$ cat src/hdl/bsfl_pkg.sv
// Shared types, codes and sizes for the bounded slot free list.
// No dependencies; imported by every module of the block.
`timescale 1ns / 1ps

package bsfl_pkg;

  localparam int SLOT_CAP  = 256;
  localparam int ID_W      = $clog2(SLOT_CAP);
  localparam int CNT_W     = $clog2(SLOT_CAP + 1);
  localparam int KIND_W    = 3;
  localparam int REG_IDX_W = 2;

  localparam logic [KIND_W-1:0] KIND_INIT    = 3'd0;
  localparam logic [KIND_W-1:0] KIND_ACQUIRE = 3'd1;
  localparam logic [KIND_W-1:0] KIND_RELEASE = 3'd2;
  localparam logic [KIND_W-1:0] KIND_RESIZE  = 3'd3;
  localparam logic [KIND_W-1:0] KIND_SHRINK  = 3'd4;

  localparam logic [REG_IDX_W-1:0] REG_SLOT_LIMIT = 2'd0;
  localparam logic [REG_IDX_W-1:0] REG_BASE_SLOTS = 2'd1;
  localparam logic [REG_IDX_W-1:0] REG_HALTED     = 2'd2;

  localparam logic [CNT_W-1:0] SLOT_LIMIT_RST = 9'd256;
  localparam logic [CNT_W-1:0] BASE_SLOTS_RST = 9'd16;

  typedef logic [ID_W-1:0]  id_t;
  typedef logic [CNT_W-1:0] cnt_t;

  typedef struct packed {
    cnt_t base;
    cnt_t eff_lim;
    logic halted;
  } cfg_t;

  typedef struct packed {
    logic we;
    id_t  waddr;
    logic wbit;
    logic re;
    id_t  raddr;
  } pres_ctl_t;

endpackage

$ cat src/hdl/bsfl_cfg.sv
// Configuration registers and effective slot limit.
// Depends on bsfl_pkg.
`timescale 1ns / 1ps

module bsfl_cfg import bsfl_pkg::*; (
  input  logic                 clk,
  input  logic                 rst_n,
  input  logic                 cfg_we,
  input  logic [REG_IDX_W-1:0] cfg_index,
  input  cnt_t                 cfg_wdata,
  input  logic                 wb_en,
  input  cnt_t                 wb_val,
  output cfg_t                 cfg
);

  cnt_t slot_limit_r;
  cnt_t base_r;
  logic halted_r;
  cnt_t lim0;

  always_ff @(posedge clk) begin
    if (!rst_n) begin
      slot_limit_r <= SLOT_LIMIT_RST;
      base_r       <= BASE_SLOTS_RST;
      halted_r     <= 1'b0;
    end else if (cfg_we) begin
      case (cfg_index)
        REG_SLOT_LIMIT: slot_limit_r <= cfg_wdata;
        REG_BASE_SLOTS: begin
          if (cfg_wdata != '0) base_r <= cfg_wdata;
        end
        REG_HALTED:     halted_r <= cfg_wdata[0];
        default: ;
      endcase
    end else if (wb_en) begin
      base_r <= wb_val;
    end
  end

  // zero limit means the full table
  assign lim0 = (slot_limit_r == '0) ? CNT_W'(SLOT_CAP) : slot_limit_r;

  always_comb begin
    cfg.base    = base_r;
    cfg.halted  = halted_r;
    cfg.eff_lim = (lim0 > CNT_W'(SLOT_CAP)) ? CNT_W'(SLOT_CAP) : lim0;
  end

endmodule

$ cat src/hdl/bsfl_presence.sv
// Presence flags over slot ids: a one-bit memory with a registered read port.
// Depends on bsfl_pkg.
`timescale 1ns / 1ps

module bsfl_presence import bsfl_pkg::*; (
  input  logic      clk,
  input  pres_ctl_t ctl,
  output logic      rd_bit
);

  logic pres_mem [SLOT_CAP];
  logic rd_bit_r;

  always_ff @(posedge clk) begin
    if (ctl.we) pres_mem[ctl.waddr] <= ctl.wbit;
    if (ctl.re) rd_bit_r <= pres_mem[ctl.raddr];
  end

  assign rd_bit = rd_bit_r;

endmodule

$ cat src/hdl/bounded_slot_free_list_top.sv
// Bounded slot free list: top level with the queue memory and sequencer.
// Depends on bsfl_pkg, bsfl_cfg and bsfl_presence.
`timescale 1ns / 1ps

// A ring of 256 free slot ids in one memory with a registered read port.
// Acquire, release, failed operations and unknown kinds go straight to the
// response. Init makes one memory write per id. A growing resize writes the
// ids from the old provisioned count up to the new count. A narrowing resize
// walks the queue once. A shrink clears the presence flags for the ids from
// base up to provisioned, marks the queued ones, scans them and then, if all
// of them are queued, compacts the queue. No clearing pass follows reset.
// A finished result waits in the output register while the next beat enters.

module bounded_slot_free_list_top import bsfl_pkg::*; (
  input  logic                 clk,
  input  logic                 rst_n,
  input  logic                 in_valid,
  output logic                 in_ready,
  input  logic [KIND_W-1:0]    in_kind,
  input  id_t                  in_slot_id,
  output logic                 out_valid,
  input  logic                 out_ready,
  output logic                 out_ok,
  output id_t                  out_granted_id,
  output cnt_t                 out_free_count,
  output cnt_t                 out_allowed_count,
  output cnt_t                 out_peak_used,
  input  logic                 cfg_we,
  input  logic [REG_IDX_W-1:0] cfg_index,
  input  cnt_t                 cfg_wdata
);

  localparam logic [2:0] ST_IDLE  = 3'd0;
  localparam logic [2:0] ST_FILL  = 3'd1;
  localparam logic [2:0] ST_GROW  = 3'd2;
  localparam logic [2:0] ST_CHECK = 3'd3;
  localparam logic [2:0] ST_FILT  = 3'd4;
  localparam logic [2:0] ST_RESP  = 3'd5;
  localparam logic [2:0] ST_CLR   = 3'd6;
  localparam logic [2:0] ST_SCAN  = 3'd7;

  cfg_t      cfg;
  pres_ctl_t pres_ctl;
  logic      pres_q;
  logic      wb_en;
  cnt_t      wb_val;

  logic [2:0] state_r, state_nxt;
  logic       ready_r, ready_nxt;
  id_t        head_r, head_nxt;
  cnt_t       count_r, count_nxt;
  cnt_t       allowed_r, allowed_nxt;
  cnt_t       prov_r, prov_nxt;
  cnt_t       peak_r, peak_nxt;
  logic       vld_r, vld_nxt;
  logic       out_valid_r, out_valid_nxt;

  cnt_t idx_r, idx_nxt;
  cnt_t bound_r, bound_nxt;
  cnt_t keep_r, keep_nxt;
  logic shrink_op_r, shrink_op_nxt;
  logic ok_r, ok_nxt;
  logic acq_r, acq_nxt;

  logic o_ok_r, o_ok_nxt;
  id_t  o_gid_r, o_gid_nxt;
  cnt_t o_free_r, o_free_nxt;
  cnt_t o_allowed_r, o_allowed_nxt;
  cnt_t o_peak_r, o_peak_nxt;

  id_t mem [SLOT_CAP];
  id_t mem_rdata_r;
  logic mem_we, mem_re;
  id_t  mem_waddr, mem_raddr, mem_wdata;

  cnt_t n_init, desired, used, cnt_dec;
  logic issue, done, scan_go, scan_done;

  bsfl_cfg u_cfg (
    .clk       (clk),
    .rst_n     (rst_n),
    .cfg_we    (cfg_we),
    .cfg_index (cfg_index),
    .cfg_wdata (cfg_wdata),
    .wb_en     (wb_en),
    .wb_val    (wb_val),
    .cfg       (cfg)
  );

  bsfl_presence u_presence (
    .clk    (clk),
    .ctl    (pres_ctl),
    .rd_bit (pres_q)
  );

  always_ff @(posedge clk) begin
    if (mem_we) mem[mem_waddr] <= mem_wdata;
    if (mem_re) mem_rdata_r <= mem[mem_raddr];
  end

  assign in_ready = (state_r == ST_IDLE);

  always_comb begin
    n_init = cfg.base;
    if (n_init < CNT_W'(1)) n_init = CNT_W'(1);
    if (n_init > cfg.eff_lim) n_init = cfg.eff_lim;
    desired   = (cfg.base < cfg.eff_lim) ? cfg.base : cfg.eff_lim;
    cnt_dec   = count_r - 1'b1;
    used      = (allowed_r > cnt_dec) ? allowed_r - cnt_dec : '0;
    issue     = (idx_r < count_r);
    done      = !issue && !vld_r;
    scan_go   = (idx_r < prov_r);
    scan_done = !scan_go && !vld_r;
  end

  always_comb begin
    state_nxt      = state_r;
    ready_nxt      = ready_r;
    head_nxt       = head_r;
    count_nxt      = count_r;
    allowed_nxt    = allowed_r;
    prov_nxt       = prov_r;
    peak_nxt       = peak_r;
    vld_nxt        = 1'b0;
    idx_nxt        = idx_r;
    bound_nxt      = bound_r;
    keep_nxt       = keep_r;
    shrink_op_nxt  = shrink_op_r;
    ok_nxt         = ok_r;
    acq_nxt        = acq_r;
    o_ok_nxt       = o_ok_r;
    o_gid_nxt      = o_gid_r;
    o_free_nxt     = o_free_r;
    o_allowed_nxt  = o_allowed_r;
    o_peak_nxt     = o_peak_r;
    out_valid_nxt  = out_valid_r && !out_ready;
    mem_we         = 1'b0;
    mem_waddr      = head_r + count_r[ID_W-1:0];
    mem_wdata      = in_slot_id;
    mem_re         = 1'b0;
    mem_raddr      = head_r + idx_r[ID_W-1:0];
    wb_en          = 1'b0;
    wb_val         = n_init;
    pres_ctl.we    = 1'b0;
    pres_ctl.waddr = mem_rdata_r;
    pres_ctl.wbit  = 1'b1;
    pres_ctl.re    = 1'b0;
    pres_ctl.raddr = idx_r[ID_W-1:0];

    case (state_r)
      ST_IDLE: begin
        if (in_valid) begin
          acq_nxt   = 1'b0;
          state_nxt = ST_RESP;
          case (in_kind)
            KIND_INIT: begin
              ok_nxt = 1'b1;
              if (!ready_r) begin
                wb_en     = 1'b1;
                head_nxt  = '0;
                count_nxt = '0;
                bound_nxt = n_init;
                idx_nxt   = '0;
                state_nxt = ST_FILL;
              end
            end
            KIND_ACQUIRE: begin
              if (cfg.halted || count_r == '0) begin
                ok_nxt = 1'b0;
              end else begin
                ok_nxt    = 1'b1;
                acq_nxt   = 1'b1;
                mem_re    = 1'b1;
                mem_raddr = head_r;
                head_nxt  = head_r + 1'b1;
                count_nxt = cnt_dec;
                if (used > peak_r) peak_nxt = used;
              end
            end
            KIND_RELEASE: begin
              if ({1'b0, in_slot_id} < allowed_r && count_r < CNT_W'(SLOT_CAP)) begin
                ok_nxt    = 1'b1;
                mem_we    = 1'b1;
                count_nxt = count_r + 1'b1;
              end else begin
                ok_nxt = 1'b0;
              end
            end
            KIND_RESIZE: begin
              if (!ready_r) begin
                ok_nxt = 1'b0;
              end else if (desired <= allowed_r) begin
                allowed_nxt   = desired;
                bound_nxt     = desired;
                shrink_op_nxt = 1'b0;
                idx_nxt       = '0;
                keep_nxt      = '0;
                state_nxt     = ST_FILT;
              end else begin
                idx_nxt   = prov_r;
                bound_nxt = desired;
                state_nxt = ST_GROW;
              end
            end
            KIND_SHRINK: begin
              ok_nxt = 1'b1;
              if (ready_r && cfg.base < prov_r) begin
                idx_nxt   = cfg.base;
                state_nxt = ST_CLR;
              end
            end
            default: ok_nxt = 1'b0;
          endcase
        end
      end

      ST_FILL: begin
        mem_we    = 1'b1;
        mem_waddr = idx_r[ID_W-1:0];
        mem_wdata = idx_r[ID_W-1:0];
        idx_nxt   = idx_r + 1'b1;
        if (idx_r == bound_r - 1'b1) begin
          count_nxt   = bound_r;
          prov_nxt    = bound_r;
          allowed_nxt = bound_r;
          ready_nxt   = 1'b1;
          state_nxt   = ST_RESP;
        end
      end

      ST_GROW: begin
        if (idx_r < bound_r) begin
          if (count_r < CNT_W'(SLOT_CAP)) begin
            mem_we    = 1'b1;
            mem_wdata = idx_r[ID_W-1:0];
            count_nxt = count_r + 1'b1;
          end
          idx_nxt = idx_r + 1'b1;
        end else begin
          prov_nxt    = bound_r;
          allowed_nxt = bound_r;
          ok_nxt      = 1'b1;
          state_nxt   = ST_RESP;
        end
      end

      // clear the flags for ids in [base, provisioned)
      ST_CLR: begin
        pres_ctl.we    = 1'b1;
        pres_ctl.waddr = idx_r[ID_W-1:0];
        pres_ctl.wbit  = 1'b0;
        idx_nxt        = idx_r + 1'b1;
        if (idx_r == prov_r - 1'b1) begin
          idx_nxt   = '0;
          state_nxt = ST_CHECK;
        end
      end

      // mark every queued id in [base, provisioned)
      ST_CHECK: begin
        mem_re  = issue;
        vld_nxt = issue;
        if (issue) idx_nxt = idx_r + 1'b1;
        if (vld_r && {1'b0, mem_rdata_r} >= cfg.base && {1'b0, mem_rdata_r} < prov_r) begin
          pres_ctl.we = 1'b1;
        end
        if (done) begin
          idx_nxt   = cfg.base;
          state_nxt = ST_SCAN;
        end
      end

      // every flag in [base, provisioned) must be set
      ST_SCAN: begin
        pres_ctl.re = scan_go;
        vld_nxt     = scan_go;
        if (scan_go) idx_nxt = idx_r + 1'b1;
        if (vld_r && !pres_q) ok_nxt = 1'b0;
        if (scan_done) begin
          if (ok_r) begin
            idx_nxt       = '0;
            keep_nxt      = '0;
            bound_nxt     = cfg.base;
            shrink_op_nxt = 1'b1;
            state_nxt     = ST_FILT;
          end else begin
            state_nxt = ST_RESP;
          end
        end
      end

      ST_FILT: begin
        // compaction stays behind the read pointer, so the ring is safe
        mem_re  = issue;
        vld_nxt = issue;
        if (issue) idx_nxt = idx_r + 1'b1;
        if (vld_r && {1'b0, mem_rdata_r} < bound_r) begin
          mem_we    = 1'b1;
          mem_waddr = head_r + keep_r[ID_W-1:0];
          mem_wdata = mem_rdata_r;
          keep_nxt  = keep_r + 1'b1;
        end
        if (done) begin
          count_nxt = keep_r;
          if (shrink_op_r) begin
            prov_nxt    = bound_r;
            allowed_nxt = bound_r;
          end
          ok_nxt    = 1'b1;
          state_nxt = ST_RESP;
        end
      end

      ST_RESP: begin
        if (!out_valid_r || out_ready) begin
          o_ok_nxt      = ok_r;
          o_gid_nxt     = acq_r ? mem_rdata_r : '0;
          o_free_nxt    = count_r;
          o_allowed_nxt = allowed_r;
          o_peak_nxt    = peak_r;
          out_valid_nxt = 1'b1;
          state_nxt     = ST_IDLE;
        end
      end

      default: state_nxt = ST_IDLE;
    endcase
  end

  always_ff @(posedge clk) begin
    if (!rst_n) begin
      state_r     <= ST_IDLE;
      ready_r     <= 1'b0;
      head_r      <= '0;
      count_r     <= '0;
      allowed_r   <= '0;
      prov_r      <= '0;
      peak_r      <= '0;
      vld_r       <= 1'b0;
      out_valid_r <= 1'b0;
    end else begin
      state_r     <= state_nxt;
      ready_r     <= ready_nxt;
      head_r      <= head_nxt;
      count_r     <= count_nxt;
      allowed_r   <= allowed_nxt;
      prov_r      <= prov_nxt;
      peak_r      <= peak_nxt;
      vld_r       <= vld_nxt;
      out_valid_r <= out_valid_nxt;
    end
  end

  always_ff @(posedge clk) begin
    idx_r       <= idx_nxt;
    bound_r     <= bound_nxt;
    keep_r      <= keep_nxt;
    shrink_op_r <= shrink_op_nxt;
    ok_r        <= ok_nxt;
    acq_r       <= acq_nxt;
    o_ok_r      <= o_ok_nxt;
    o_gid_r     <= o_gid_nxt;
    o_free_r    <= o_free_nxt;
    o_allowed_r <= o_allowed_nxt;
    o_peak_r    <= o_peak_nxt;
  end

  assign out_valid         = out_valid_r;
  assign out_ok            = o_ok_r;
  assign out_granted_id    = o_gid_r;
  assign out_free_count    = o_free_r;
  assign out_allowed_count = o_allowed_r;
  assign out_peak_used     = o_peak_r;

endmodule

$ cat config.mk
export PLATFORM = sky130hd
export DESIGN_NAME = bounded_slot_free_list_top
export DESIGN_NICKNAME = d
export VERILOG_FILES = /design/src/hdl/bsfl_pkg.sv /design/src/hdl/bsfl_cfg.sv /design/src/hdl/bsfl_presence.sv /design/src/hdl/bounded_slot_free_list_top.sv
export SDC_FILE = /design/constraint.sdc
export NUM_CORES = 2
export LEC_CHECK = 0
export ABC_AREA = 0
export BUFFER_PORTS_ARGS = -buffer_cell sky130_fd_sc_hd__buf_2
export CORE_MARGIN = 5
export CORE_UTILIZATION = 30
export CTS_BUF_LIST = sky130_fd_sc_hd__clkbuf_8
export DETAILED_ROUTE_END_ITERATION = 7
export MAX_ROUTING_LAYER = met4
export PLACE_DENSITY = 0.42
export SYNTH_ARGS = -nofsm -noshare
export SYNTH_HDL_FRONTEND = slang
export SYNTH_HIERARCHICAL = 1
export SYNTH_SLANG_ARGS = --single-unit
$ cat constraint.sdc
create_clock -name clk -period 16.8 [get_ports clk]
set_input_delay 1.68 -clock clk [delete_from_list [all_inputs] [get_ports clk]]
set_output_delay 1.68 -clock clk [all_outputs]
set_load 0.05 [all_outputs]
[Word-level counts from Yosys, hierarchy flattened]
Memories as Yosys holds them, arrays and structs flattened. A register that Yosys moved wholly into a read port is not among the register bits.
Index checks and enable logic that the tools add are counted.
Word-level totals
  memories: 2
  output and inout port bits: 38
  input port bits: 27
  logic and storage cells: 273
  flip-flop bits (word level): 135
  bits in writable memories: 2304
Memory list
  mem: depth 256, bits a word 8, rd ports 1, clocked after memory_dff 1, write ports 1, line bounded_slot_free_list_top.sv:71  | id_t mem [SLOT_CAP];
  u_presence.pres_mem: depth 256, bits a word 1, rd ports 1, clocked after memory_dff 1, write ports 1, line bsfl_presence.sv:11  | logic pres_mem [SLOT_CAP];
Cells by class
  reduce and logical (&&, ||, !) cells: 50
  $lt $le $gt $ge: 16
  bitwise logic cells: 1
  $add $sub $neg: 11
  eq/ne operators: 45
  multiplexer cells: 125
Operator list (number)
  $mux W9: 49
  $pmux W9 S3: 4
  $mux W8: 10
  $pmux W9 S4: 2
  $pmux W9 S7: 1
  $lt A9 B9 Y1: 5
  $pmux W9 S2: 2
  $mux W1: 33
  $mux W3: 11
  $ne A2 B2 Y1 const B: 16
  $pmux W8 S2: 2
  $add A9 B1 Y9 const B: 3
  $gt A9 B9 Y1: 3
  $lt A8 B9 Y1: 3
  $sub A9 B1 Y9 const B: 3
  $add A8 B8 Y8: 3
  $pmux W3 S8: 1
  $pmux W8 S3: 1
  $reduce_and A7 Y1: 3
  $eq A9 B9 Y1: 2
  $logic_not A9 Y1: 2
  $ne A3 B3 Y1 const B: 6
  $reduce_and A8 Y1: 2
  $eq A3 B3 Y1 const B: 5
  other kinds (36): 76

[Depth between registers and ports, before layout]
  word-level depth: 12
  depth in mapped cells: 27
  mapped depth without buffers: 25

[Modules after synthesis]
Netlist, hierarchy kept.
Modules (own cells, without submodules)
  bounded_slot_free_list_top: area an instance 92264.7 µm², seq. area each 64722.1 µm², cells each 6845, times used 1
  bsfl_presence: area an instance 11138.2 µm², seq. area each 7717.4 µm², cells each 788, times used 1
  bsfl_cfg: area an instance 958.4 µm², seq. area each 380.4 µm², cells each 93, times used 1

[Least setup slack after synthesis]
No wires, ideal clock.
  path type: flip-flop to flip-flop
  start point: register state_r[0]
  end point: memory u_presence.pres_mem[114] (enable)
  clock period less this slack: 7400 ps
  setup slack: 9400 ps
  path buffers: 2
  stages on the path, launching flop included: 10
  library setup time: 301 ps
  data arrival time: 7099 ps
  cell sequence: dfxtp_1 inv_1 ha_1 nand2_1 clkbuf_1 o21ai_0 nor2b_1 nand2_1 clkbuf_1 nor2_1
RTL lines
  from (decl): line bounded_slot_free_list_top.sv:48  | logic [2:0] state_r, state_nxt;
  from (signal assigned): line bounded_slot_free_list_top.sv:342  | state_r <= state_nxt;
  to (decl): line bsfl_presence.sv:11

[Worst setup path in the final report]
  start point: register state_r[2]
  end point: register mem_rdata_r[6] (read register of mem) (data pin)
Between the ends
  cells in the longest elaborated chain, start to end: 3
RTL lines
  $eq A3 B3 Y1 / $eq A3 B2 Y1 (equally long branches): line bounded_slot_free_list_top.sv:150  | case (state_r)
  $reduce_or A2 Y1 (no line)
  $pmux W1 S2: line bounded_slot_free_list_top.sv:150
  to (decl): line bounded_slot_free_list_top.sv:72  | id_t mem_rdata_r;
Parallel ways exist; a longest one is shown, timed or not.
A chain may end at the register's enable or synchronous reset.

==> metrics.cfg <==
[status]
status=completed

[pwr]
power_leakage_uw=0.0401
power_density_nw_per_um2=189
vdd.ir_drop.worst_uv=208

[finish]
fin_cells=12800
postLayoutCoreUtil=0.340
layout_common_cells=edfxtp_1 (2379), nand2_1 (1129), nor2_1 (650)
area_growth_pct=12.8
reg_top3=mem x2048, u_presence/pres_mem x256
drive_gt1_frac=0.106
fillers=34000
nets=8065
largest-register=mem
largest_reg_flops=2048
mostFrequentLayoutCell=edfxtp_1

[sta]
tightest_slew_ps=1480
hold_viol=0
fin_crit_ps=8360
setup_viol=0
fmax_mhz=120
period_share=0.497
slew_violations=0
slew_headroom=0.0104
rsz0062_at_grt=false
finClkSkew_ps=156
final.setup.tns_ps=0

[die]
die_h_um=600
start_util=0.301
ioPinCount=65
rows=216
core_sq_um=346000
die-width_um=600
dieArea_sq_um=360000

[yosys]
synth_edf_count=2379
syn_area_per_cell_sq_um=13.5
async_reset_ff_frac=0
yosysWarnings=6
ys_seq_area_frac=0.698
synthDistinctLibCells=84
synthCells=7726
ys.flop_type=edfxtp_1
synth_nets=7895
synth_seq_cells=2448
synth_area_sq_um=104000

[placed_design]
gp_congestion=0.815
hpwl_um=210000
dp.cells=12000
port-buffer-count=64

[detailed_routing]
vias_per_cell=5.21
wl_um=349000
drt-pass1-iter-count=6
drtIter0Drc=5811
ant_nets=0
drc_errors=0
wire_per_inst_um=27.2
via_count=66800

[clock_network]
insertion_delay_ps=1090
clock_path_buffers=4
numClockSinks=2448
cts_repair_resize_count=0
cts-hold-fix-buffers=0
root_buffer=clkbuf_8
path_clk_slew_ps=60
cts_max_level=5
cts_buffers=426
cts_tree=done
cts_setup_buffers=0

[grt]
grt_pass1_vias=65900
grt_max_degree=178
grt_antenna_before_repair=15
grt_usage=0.193
gr-total-overflow=0
grt_pass1_wl_um=496000

[worst_setup_path]
crit_arrival_ps=9310
cp_max_fo=127
rrSetupSlack_ps=8440
crit_path_start_kind=flip-flop
endpoint_kind=flip-flop
required_ps=17760
critPathKind=reg -> reg

[hold_path]
hold_class=reg -> reg

[run]
drv_cap=0

Yosys cell counts (all sizes together) (15+ instances only):
cell	n	area (sq um)
nor4	94	618
mux4	42	946
inv	88	330
and3	31	194
a31oi	19	119
xnor2	51	447
dfxtp	69	1380
a21o	32	240
a22oi	16	120
nand2	1148	4310
buf	222	1070
nor3	56	280
edfxtp	2379	71400
a311oi	24	210
nand2b	15	93.8
o32ai	22	193
clkbuf	274	1030
o21ai	113	566
nor2	650	2440
mux2i	630	6310
xor2	21	184
o221ai	253	2220
ha	138	1730
o21a	29	218
a211oi	32	245
and2	19	119
o22ai	40	250
a21oi	433	2170
nand3	517	2590
nor2b	42	263
o41ai	20	175
per-layer routing:
metal	global-route usage	vias to the layer above	part of all wire
met1	0.262	34500	0.45
met3	0.0306	466	0.057
met5	-	-	0
met2	0.307	2103	0.47
li1	-	29700	-
met4	0.0444	0	0.022
layout make-up:
class	count	area (sq um)	share of cell area
sequential	2448	72800	0.618
multi-input combinational	4691	29600	0.251
clock buffer	440	6060	0.0514
tap	4578	5730	0.0486
timing repair buffer	238	1740	0.0147
clock inverter	324	1480	0.0126
inverter	91	342	0.00290
antenna	14	35.0	0.000298
final timing paths:
path                                      to                    start  depth (start not counted)
setup / recovery    mem_rdata_r[6]$_DFFE_PP_  state_r[2]$_SDFFE_PN0P_                         18
hold / removal    out_peak_used[6]$_DFFE_PP_   peak_r[6]$_SDFFE_PN0P_                          0
setup reg to reg    mem_rdata_r[6]$_DFFE_PP_  state_r[2]$_SDFFE_PN0P_                         18
hold reg to reg   out_peak_used[6]$_DFFE_PP_   peak_r[6]$_SDFFE_PN0P_                          0
power breakdown:
group	switching, uW	internal (uW)
Sequential	205	7840
Clock	2510	2460
Combinational	6780	2440
per-stage QoR:
step                cell area, sq um  hold WS (ps)  setup slack, ps  power (uW)
global route                  118000           465             8220       23300
floorplan                     104000           406             9400       13600
finish                        118000           445             8440       22200
global placement              110000           431             8280       17400
CTS                           118000           449             8590       22500
detailed placement            110000           438             8210       17500
logic make-up after synthesis:
| group | synth area share |
|---|---|
| fa+ha+maj | 0.0178 |
| compound gates | 0.0752 |
| xor+xnor | 0.00604 |
| buf+inv | 0.0234 |
| simple gates | 0.109 |
| flops | 0.698 |
| mux | 0.0709 |
critical path, stage by stage, from the launching register on:
cell and delay (ps):
dfxtp_1 820, inv_1 250, nand2_1 270, clkinv_1 280
nand2_1 250, inv_1 130, o311ai_4 80, buf_4 350
mux2i_4 310, buf_12 620, buf_4 740, buf_4 670
mux2i_1 160, o221ai_1 270, a21oi_1 110, nor4_1 1000
o22ai_1 600, nor3_1 870, a21o_1 210
No activity file was read; power rests on OpenSTA's default activity.
